File: config.mk
export PLATFORM = sky130hd
export DESIGN_NAME = ipv4_tcp_payload_extractor_flat
export DESIGN_NICKNAME = d
export VERILOG_FILES = /design/src/hdl/ipte_pkg.sv /design/src/hdl/ipte_byte_if.sv /design/src/hdl/ipte_result_if.sv /design/src/hdl/ipv4_tcp_payload_extractor.sv /design/src/flat_wrapper.sv
export SDC_FILE = /design/constraint.sdc
export NUM_CORES = 1
export LEC_CHECK = 0
export ABC_CLOCK_PERIOD_IN_PS = 9060
export BUFFER_PORTS_ARGS = -buffer_cell sky130_fd_sc_hd__buf_2
export CORE_MARGIN = 1.5
export CORE_UTILIZATION = 40
export CTS_BUF_LIST = sky130_fd_sc_hd__clkbuf_16
export DETAILED_ROUTE_END_ITERATION = 8
export PLACE_DENSITY = 0.58
export SYNTH_ARGS = -nofsm -noshare
export SYNTH_HDL_FRONTEND = slang
export SYNTH_SLANG_ARGS = --single-unit
File: constraint.sdc
create_clock -name clk -period 9.06 [get_ports clk]
set_input_delay 0.453 -clock clk [delete_from_list [all_inputs] [get_ports clk]]
set_output_delay 0.453 -clock clk [all_outputs]
set_load 0.02 [all_outputs]
File: src/hdl/ipte_pkg.sv
// ipte_pkg: constants and types shared by the IPv4/TCP payload extractor.
// No dependencies.
package ipte_pkg;

    localparam int unsigned BYTE_W      = 8;
    localparam int unsigned POS_W       = 16;   // byte index within a packet
    localparam int unsigned LEN_W       = 16;   // IPv4 total length
    localparam int unsigned HDR_W       = 6;    // one header length, bytes (max 60)
    localparam int unsigned HDR_END_W   = 7;    // sum of both headers (max 120)

    localparam int unsigned NIBBLE_MASK     = 15;  // IHL / data offset field mask
    localparam int unsigned WORD_BYTES      = 4;   // header lengths count 32-bit words
    localparam int unsigned OFFSET_BYTE_IDX = 12;  // data offset byte within TCP header
    localparam int unsigned MIN_TOTAL_LEN   = 4;   // shorter totals are raised to this

    // Fixed byte positions of the IPv4 header fields used here
    localparam logic [POS_W-1:0] POS_IHL    = 16'd0;
    localparam logic [POS_W-1:0] POS_LEN_HI = 16'd2;
    localparam logic [POS_W-1:0] POS_LEN_LO = 16'd3;

    typedef logic [BYTE_W-1:0] byte_t;

    typedef struct packed {
        byte_t payload_byte;
        logic  last_of_packet;
        logic  malformed;
    } result_t;

endpackage

File: src/hdl/ipte_byte_if.sv
// ipte_byte_if: valid/ready channel carrying one raw stream byte per transaction.
// Depends on ipte_pkg.
interface ipte_byte_if;
    import ipte_pkg::*;

    logic  valid;
    logic  ready;
    byte_t stream_byte;

    modport source (output valid, output stream_byte, input ready);
    modport sink   (input valid, input stream_byte, output ready);
endinterface

File: src/hdl/ipte_result_if.sv
// ipte_result_if: valid/ready channel carrying one extracted payload result.
// Depends on ipte_pkg.
interface ipte_result_if;
    import ipte_pkg::*;

    logic  valid;
    logic  ready;
    byte_t payload_byte;
    logic  last_of_packet;
    logic  malformed;

    modport source (output valid, output payload_byte, output last_of_packet,
                    output malformed, input ready);
    modport sink   (input valid, input payload_byte, input last_of_packet,
                    input malformed, output ready);
endinterface

File: src/hdl/ipv4_tcp_payload_extractor.sv
// ipv4_tcp_payload_extractor: strips IPv4 and TCP headers from a byte stream.
// Depends on ipte_pkg, ipte_byte_if, ipte_result_if.
//
// Usage:
//  packet_stream  - sink channel, one raw byte of back-to-back IPv4/TCP
//                   packets per transaction. Packet boundaries come from the
//                   IPv4 total length field; there is no framing signal.
//  payload_stream - source channel, one result per TCP payload byte. The
//                   last payload byte of a packet has last_of_packet set.
//                   A packet that ends before both headers are complete gives
//                   a single result with malformed and last_of_packet set and
//                   payload_byte zero. Header bytes produce no transaction.
//  Path: input register -> parser -> result register; a byte in the input
//  register is parsed and any result it gives is written to the result register.
//  Throughput: one byte per cycle sustained while payload_stream is not stalled;
//  the parse is a counter, a few narrow adds and compares, all combinational.
//  Stalls: when payload_stream is stalled and the result register is full,
//  the parser holds a byte that would produce a result, and packet_stream
//  ready drops once the input register is also occupied. Header bytes keep
//  flowing through the parser since they produce nothing.
//  Reset: rst_n (async, active low) empties both registers and returns the
//  parser to the start of a packet.
module ipv4_tcp_payload_extractor
(
    input  logic          clk,
    input  logic          rst_n,
    ipte_byte_if.sink     packet_stream,
    ipte_result_if.source payload_stream
);
    import ipte_pkg::*;

    // input register
    logic  in_valid_reg;
    byte_t in_byte_reg;

    // parser state
    logic [POS_W-1:0] pos_reg,  pos_next;
    logic [LEN_W-1:0] len_reg,  len_next;
    logic [HDR_W-1:0] ip_reg,   ip_next;
    logic [HDR_W-1:0] tcp_reg,  tcp_next;
    logic             seen_reg, seen_next;

    // result register
    logic    out_valid_reg;
    result_t out_reg, out_next;

    // parse of the byte in the input register
    logic [LEN_W-1:0]     len_lo;
    logic [LEN_W-1:0]     len_eff;
    logic [HDR_W-1:0]     ip_eff;
    logic [HDR_W-1:0]     tcp_eff;
    logic                 seen_eff;
    logic                 tcp_hit;
    logic [HDR_END_W-1:0] end_full;
    logic [HDR_END_W-1:0] end_min;
    logic [HDR_END_W-1:0] hdr_end;
    logic                 is_payload;
    logic                 is_end;
    logic                 complete;
    logic                 emit;
    logic                 out_free;
    logic                 advance;

    always_comb
    begin
        // IHL is taken from byte 0 and used in the same cycle
        ip_eff = (pos_reg == POS_IHL)
               ? HDR_W'(in_byte_reg[3:0] & 4'(NIBBLE_MASK)) * HDR_W'(WORD_BYTES)
               : ip_reg;

        // total length: high byte at 2, low byte at 3 with a floor of four
        len_lo = {len_reg[LEN_W-1:BYTE_W], in_byte_reg};
        if (pos_reg == POS_LEN_HI)
        begin
            len_eff = {in_byte_reg, BYTE_W'(0)};
        end
        else if (pos_reg == POS_LEN_LO)
        begin
            len_eff = (len_lo < LEN_W'(MIN_TOTAL_LEN)) ? LEN_W'(MIN_TOTAL_LEN) : len_lo;
        end
        else
        begin
            len_eff = len_reg;
        end

        // TCP data offset byte
        tcp_hit  = !seen_reg
                && ({1'b0, pos_reg} == (17'(ip_eff) + 17'(OFFSET_BYTE_IDX)));
        tcp_eff  = tcp_hit
                 ? HDR_W'(in_byte_reg[7:4] & 4'(NIBBLE_MASK)) * HDR_W'(WORD_BYTES)
                 : tcp_reg;
        seen_eff = seen_reg | tcp_hit;

        // headers never end at or before the data offset byte
        end_full = HDR_END_W'(ip_eff) + HDR_END_W'(tcp_eff);
        end_min  = HDR_END_W'(ip_eff) + HDR_END_W'(OFFSET_BYTE_IDX + 1);
        hdr_end  = (end_full > end_min) ? end_full : end_min;

        is_payload = !tcp_hit && seen_reg && (pos_reg >= POS_W'(hdr_end));
        is_end     = (pos_reg >= POS_LEN_LO)
                  && ((17'(pos_reg) + 17'd1) == {1'b0, len_eff});
        complete   = seen_eff && (LEN_W'(hdr_end) <= len_eff);
        emit       = is_payload || (is_end && !complete);

        if (is_payload)
        begin
            out_next.payload_byte   = in_byte_reg;
            out_next.last_of_packet = is_end;
            out_next.malformed      = 1'b0;
        end
        else
        begin
            out_next.payload_byte   = '0;
            out_next.last_of_packet = 1'b1;
            out_next.malformed      = 1'b1;
        end

        // handshake
        out_free = !out_valid_reg || payload_stream.ready;
        advance  = in_valid_reg && (!emit || out_free);

        // next parser state; the end of a packet restarts everything
        if (is_end)
        begin
            pos_next  = '0;
            len_next  = '0;
            ip_next   = '0;
            tcp_next  = '0;
            seen_next = 1'b0;
        end
        else
        begin
            pos_next  = pos_reg + POS_W'(1);
            len_next  = len_eff;
            ip_next   = ip_eff;
            tcp_next  = tcp_eff;
            seen_next = seen_eff;
        end
    end

    assign packet_stream.ready = !in_valid_reg || advance;

    always_ff @(posedge clk or negedge rst_n)
    begin
        if (!rst_n)
        begin
            in_valid_reg <= 1'b0;
        end
        else if (packet_stream.ready)
        begin
            in_valid_reg <= packet_stream.valid;
        end
    end

    always_ff @(posedge clk)
    begin
        if (packet_stream.ready && packet_stream.valid)
        begin
            in_byte_reg <= packet_stream.stream_byte;
        end
    end

    always_ff @(posedge clk or negedge rst_n)
    begin
        if (!rst_n)
        begin
            pos_reg  <= '0;
            len_reg  <= '0;
            ip_reg   <= '0;
            tcp_reg  <= '0;
            seen_reg <= 1'b0;
        end
        else if (advance)
        begin
            pos_reg  <= pos_next;
            len_reg  <= len_next;
            ip_reg   <= ip_next;
            tcp_reg  <= tcp_next;
            seen_reg <= seen_next;
        end
    end

    always_ff @(posedge clk or negedge rst_n)
    begin
        if (!rst_n)
        begin
            out_valid_reg <= 1'b0;
        end
        else if (out_free)
        begin
            out_valid_reg <= advance && emit;
        end
    end

    always_ff @(posedge clk)
    begin
        if (advance && emit)
        begin
            out_reg <= out_next;
        end
    end

    assign payload_stream.valid          = out_valid_reg;
    assign payload_stream.payload_byte   = out_reg.payload_byte;
    assign payload_stream.last_of_packet = out_reg.last_of_packet;
    assign payload_stream.malformed      = out_reg.malformed;

    // a malformed result is always a zero byte that closes its packet
    assert property (@(posedge clk) disable iff (!rst_n)
        (out_valid_reg && out_reg.malformed)
        |-> (out_reg.last_of_packet && (out_reg.payload_byte == '0)))
        else $error("malformed result without zero byte and packet end");

    // parsing a packet's last byte returns the parser to packet start
    assert property (@(posedge clk) disable iff (!rst_n)
        (advance && is_end) |=> ((pos_reg == '0) && !seen_reg && (len_reg == '0)))
        else $error("parser not restarted after end of packet");

    // the data offset byte lies behind the current position once seen
    assert property (@(posedge clk) disable iff (!rst_n)
        seen_reg |-> ({1'b0, pos_reg} > (17'(ip_reg) + 17'(OFFSET_BYTE_IDX))))
        else $error("data offset flag set ahead of its byte");

    // a byte that would produce a result never leaves the input register
    // while the result register is blocked
    assert property (@(posedge clk) disable iff (!rst_n)
        (in_valid_reg && emit && out_valid_reg && !payload_stream.ready)
        |=> (in_valid_reg && $stable(pos_reg)))
        else $error("result dropped under backpressure");

endmodule
File: src/flat_wrapper.sv
// flat-port wrapper written by rule: the top's interface ports become plain ports
module ipv4_tcp_payload_extractor_flat import ipte_pkg::*;
  (clk, rst_n, packet_stream_valid, packet_stream_stream_byte, packet_stream_ready, payload_stream_valid, payload_stream_payload_byte, payload_stream_last_of_packet, payload_stream_malformed, payload_stream_ready);
  ipte_byte_if packet_stream_i ();
  ipte_result_if payload_stream_i ();
  input  logic clk;
  input  logic rst_n;
  input wire logic [$bits(packet_stream_i.valid)-1:0] packet_stream_valid;
  input wire logic [$bits(packet_stream_i.stream_byte)-1:0] packet_stream_stream_byte;
  output wire logic [$bits(packet_stream_i.ready)-1:0] packet_stream_ready;
  output wire logic [$bits(payload_stream_i.valid)-1:0] payload_stream_valid;
  output wire logic [$bits(payload_stream_i.payload_byte)-1:0] payload_stream_payload_byte;
  output wire logic [$bits(payload_stream_i.last_of_packet)-1:0] payload_stream_last_of_packet;
  output wire logic [$bits(payload_stream_i.malformed)-1:0] payload_stream_malformed;
  input wire logic [$bits(payload_stream_i.ready)-1:0] payload_stream_ready;
  assign packet_stream_i.valid = packet_stream_valid;
  assign packet_stream_i.stream_byte = packet_stream_stream_byte;
  assign packet_stream_ready = packet_stream_i.ready;
  assign payload_stream_valid = payload_stream_i.valid;
  assign payload_stream_payload_byte = payload_stream_i.payload_byte;
  assign payload_stream_last_of_packet = payload_stream_i.last_of_packet;
  assign payload_stream_malformed = payload_stream_i.malformed;
  assign payload_stream_i.ready = payload_stream_ready;
  ipv4_tcp_payload_extractor u_core (.clk(clk), .rst_n(rst_n), .packet_stream(packet_stream_i), .payload_stream(payload_stream_i));
endmodule
==> impl_metrics.csv <==
group,metric,value,unit
status,status,"finished clean",
place,dp_cells,801,
critical_path,crit_fanout,9,
job,cap_viol_max_count,0,
power_and_ir_drop,power,1.77,mW
grt,use_met3,3.75,%
cells_and_area,stdcell_area,6160,sq um
routing,via_per_inst,6.26,
timing,skew,0.0112,ns
place,pre_cts_ws,0.289,ns
grt,met1_usage,35.3,%
die,die_y,120,microns
cts,clk_pin_slew,0.06,ns
timing,tightest_slew,1.16,ns
critical_path,path_common_cell,"a21oi_1",
grt,antenna_found_initial,0,
logic_synthesis,synth_edf_count,18,
timing,tns,0,ns
logic_synthesis,ys_types,76,
worst_hold_path,min_path_type,"in2reg",
logic_synthesis,synth_ff_type,"dfrtp_1",
logic_synthesis,avgSynthCellArea,8.88,sq um
cts,cts_made_buffers,9,
critical_path,critPathKind,"reg2out",
timing,setup_viol,0,
routing,dr.pass1.iters,5,
routing,antenna_left,0,
timing,hold_slack,0.281,ns
critical_path,crit_arrival,7.97,ns
die,start_util,41.1,%
grt,grt_pass1_wl,27600,microns
critical_path,cp.required,8.61,ns
cells_and_area,syn_to_final_growth,13.2,%
cells_and_area,final_core_utilization,46.5,%
timing,post-route-min-period,8.42,ns
cts,clk_path_buf_depth,2,
logic_synthesis,syn_nets,658,
die,dieArea,14300,sq um
cts,worstSkewPairLatency,0.35,ns
grt,grt.busiest_layer,"met2",
grt,met2_usage,39.0,%
cts,post_cts_buffers,0,
die,row_count,42,
grt,grt_max_degree,48,
routing,drtIter0Drc,395,
timing,clock.fmax,119,MHz
power_and_ir_drop,ir_drop,0.144,mV
place,gp_congestion,1.00,
die,pin_count,24,
logic_synthesis,synth_warnings,0,
cells_and_area,final_cells,817,
logic_synthesis,ys_async_sr_fraction,72.3,%
critical_path,worstSetupEndpointType,"primary output",
cells_and_area,nets,681,
timing,drv_slew,0,
cells_and_area,seq_area,1720,sq um
routing,vias,5117,
critical_path,cpPeakStageDelay,0.56,ns
logic_synthesis,ys_seq_area_share,31.5,%
power_and_ir_drop,p_leak,2.75,nW
logic_synthesis,yosys_register_bits,65,
grt,grt.total_usage,25.3,%
routing,drc,0,
cells_and_area,n_fill_cell,1287,
place,dpl-instance-area,5820,sq um
critical_path,cp-start-kind,"flip-flop",
routing,wl_per_cell,21.4,microns
critical_path,crit_family,"compound AO/OA/AOI/OAI gates",
power_and_ir_drop,powerDensity,287,nW/um^2
timing,finalHoldViolCount,0,
cts,clock-sinks,65,
cells_and_area,antenna_cells,0,
place,dp_hpwl,13000,microns
critical_path,cp_slowest_cell,"or4_4",
cts,root_buffer,"clkbuf_16",
timing,setup_ws,0.640,ns
routing,wl,17500,microns
die,die_w,120,microns
cells_and_area,multi_input_area,3460,sq um
logic_synthesis,netlist_area,5450,sq um
cts,tritoncts,"done",
critical_path,critPathBufInv,3,
die,core-area,13200,sq um
cts,htreeDepth,3,
cells_and_area,drive_above_1_share,15.4,%
timing,period_share,92.9,%
grt,first_global_vias,4841,
logic_synthesis,syn_inst,613,
grt,overflow,0,
timing,rsz0062_at_grt,"false",
timing,slew_headroom,22.5,%
place,io_buffers,23,
-- final timing paths --
check | start | endpoint | slack, ns | cells past startpoint
max in group asynchronous | rst_n | u_core.len_reg[9] | 8.00 | 1
min in group asynchronous | rst_n | u_core.pos_reg[14] | 0.33 | 1
hold reg to reg | u_core.tcp_reg[0] | u_core.tcp_reg[0] | 0.49 | 1
setup reg to reg | u_core.pos_reg[11] | u_core.len_reg[8] | 0.73 | 34
setup / recovery | u_core.pos_reg[11] | packet_stream_ready | 0.64 | 36
hold / removal | packet_stream_stream_byte[4] | u_core.in_byte_reg[4] | 0.28 | 1
-- where the power goes --
part | leakage [nW] | total [mW] | internal (mW) | switching, mW
Combinational | 1.86 | 0.995 | 0.403 | 0.591
Clock | 0.148 | 0.368 | 0.218 | 0.150
Sequential | 0.742 | 0.403 | 0.345 | 0.0580
Total | 2.75 | 1.77 | 0.967 | 0.799
-- cells in the mapped netlist (5+ instances only) --
master	count	share of area, %
a21o_1	27	3.7
a21oi_1	26	2.4
a32o_1	6	1.1
and2_1	9	1.0
and3_1	12	1.4
and4_1	7	1.1
clkbuf_1	26	1.8
dfrtp_1	47	22
edfxtp_1	18	9.9
ha_1	32	7.4
inv_1	37	2.6
mux2_2	10	2.1
mux2i_1	20	3.7
nand2_1	43	3.0
nand2b_1	7	0.80
nand3_1	13	1.2
nand4_1	15	1.7
nor2_1	33	2.3
nor2b_1	9	1.0
nor3_1	27	2.5
nor4_1	11	1.3
o211ai_1	9	1.2
o21a_1	10	1.4
o21ai_0	22	2.0
o31a_1	5	0.80
or4_1	5	0.69
xnor2_1	24	3.9
xor2_1	11	1.8
-- cell families (layout without fill, tap and decap cells) --
family                   after synthesis  in the layout  share of synthesized area [%]
AO/OA/AOI/OAI                        156            156                           20.7
AND/OR/NAND/NOR                      220            220                           22.8
flip-flops                            65             65                           31.5
XOR/XNOR                              35             35                           5.63
multiplexers                          30             30                           5.74
adder cells (fa/ha/maj)               33             33                           7.72
buffers and inverters                 74            102                           5.88
-- final cells by class --
cell class	instances	area share, %
flip-flops and latches	65	27.9
multi-input cells	474	56.1
repair buffers	49	5.24
inverters	37	2.25
well taps	176	3.57
clock inverters	7	1.32
clock buffers	9	3.65
-- cells in the final DEF (no fill, tap or decap), types with 4 or more instances in the layout --
cell type,count
nand2_1,43
and4_1,7
a31oi_1,4
nand3_1,13
or3_1,4
nor2b_1,8
inv_1,37
a21o_1,27
ha_1,32
clkbuf_16,9
inv_6,5
a32o_1,6
xnor2_1,23
o21a_1,10
o31a_1,5
and3_1,12
nand2b_1,6
nand4_1,15
mux2_2,10
nor4_1,11
o21ai_0,22
edfxtp_1,18
o211ai_1,9
dfrtp_1,47
a21oi_1,26
nor2_1,33
nor4b_1,4
o2111ai_1,4
buf_4,25
xor2_1,11
or4_1,5
buf_2,23
nor3_1,27
mux2i_1,20
and2_1,9
-- timing repair --
action,CTS,global route
setup endpoints to repair,0,23
resized for setup,0,7
hold buffers,0,0
-- layer usage --
metal / routed length (microns) / up-vias
li1: - / 2342
met1: 7820 / 2487
met2: 7830 / 242
met3: 1240 / 46
met4: 596 / 0
met5: 0 / -
(Power assumes the default switching activity.)
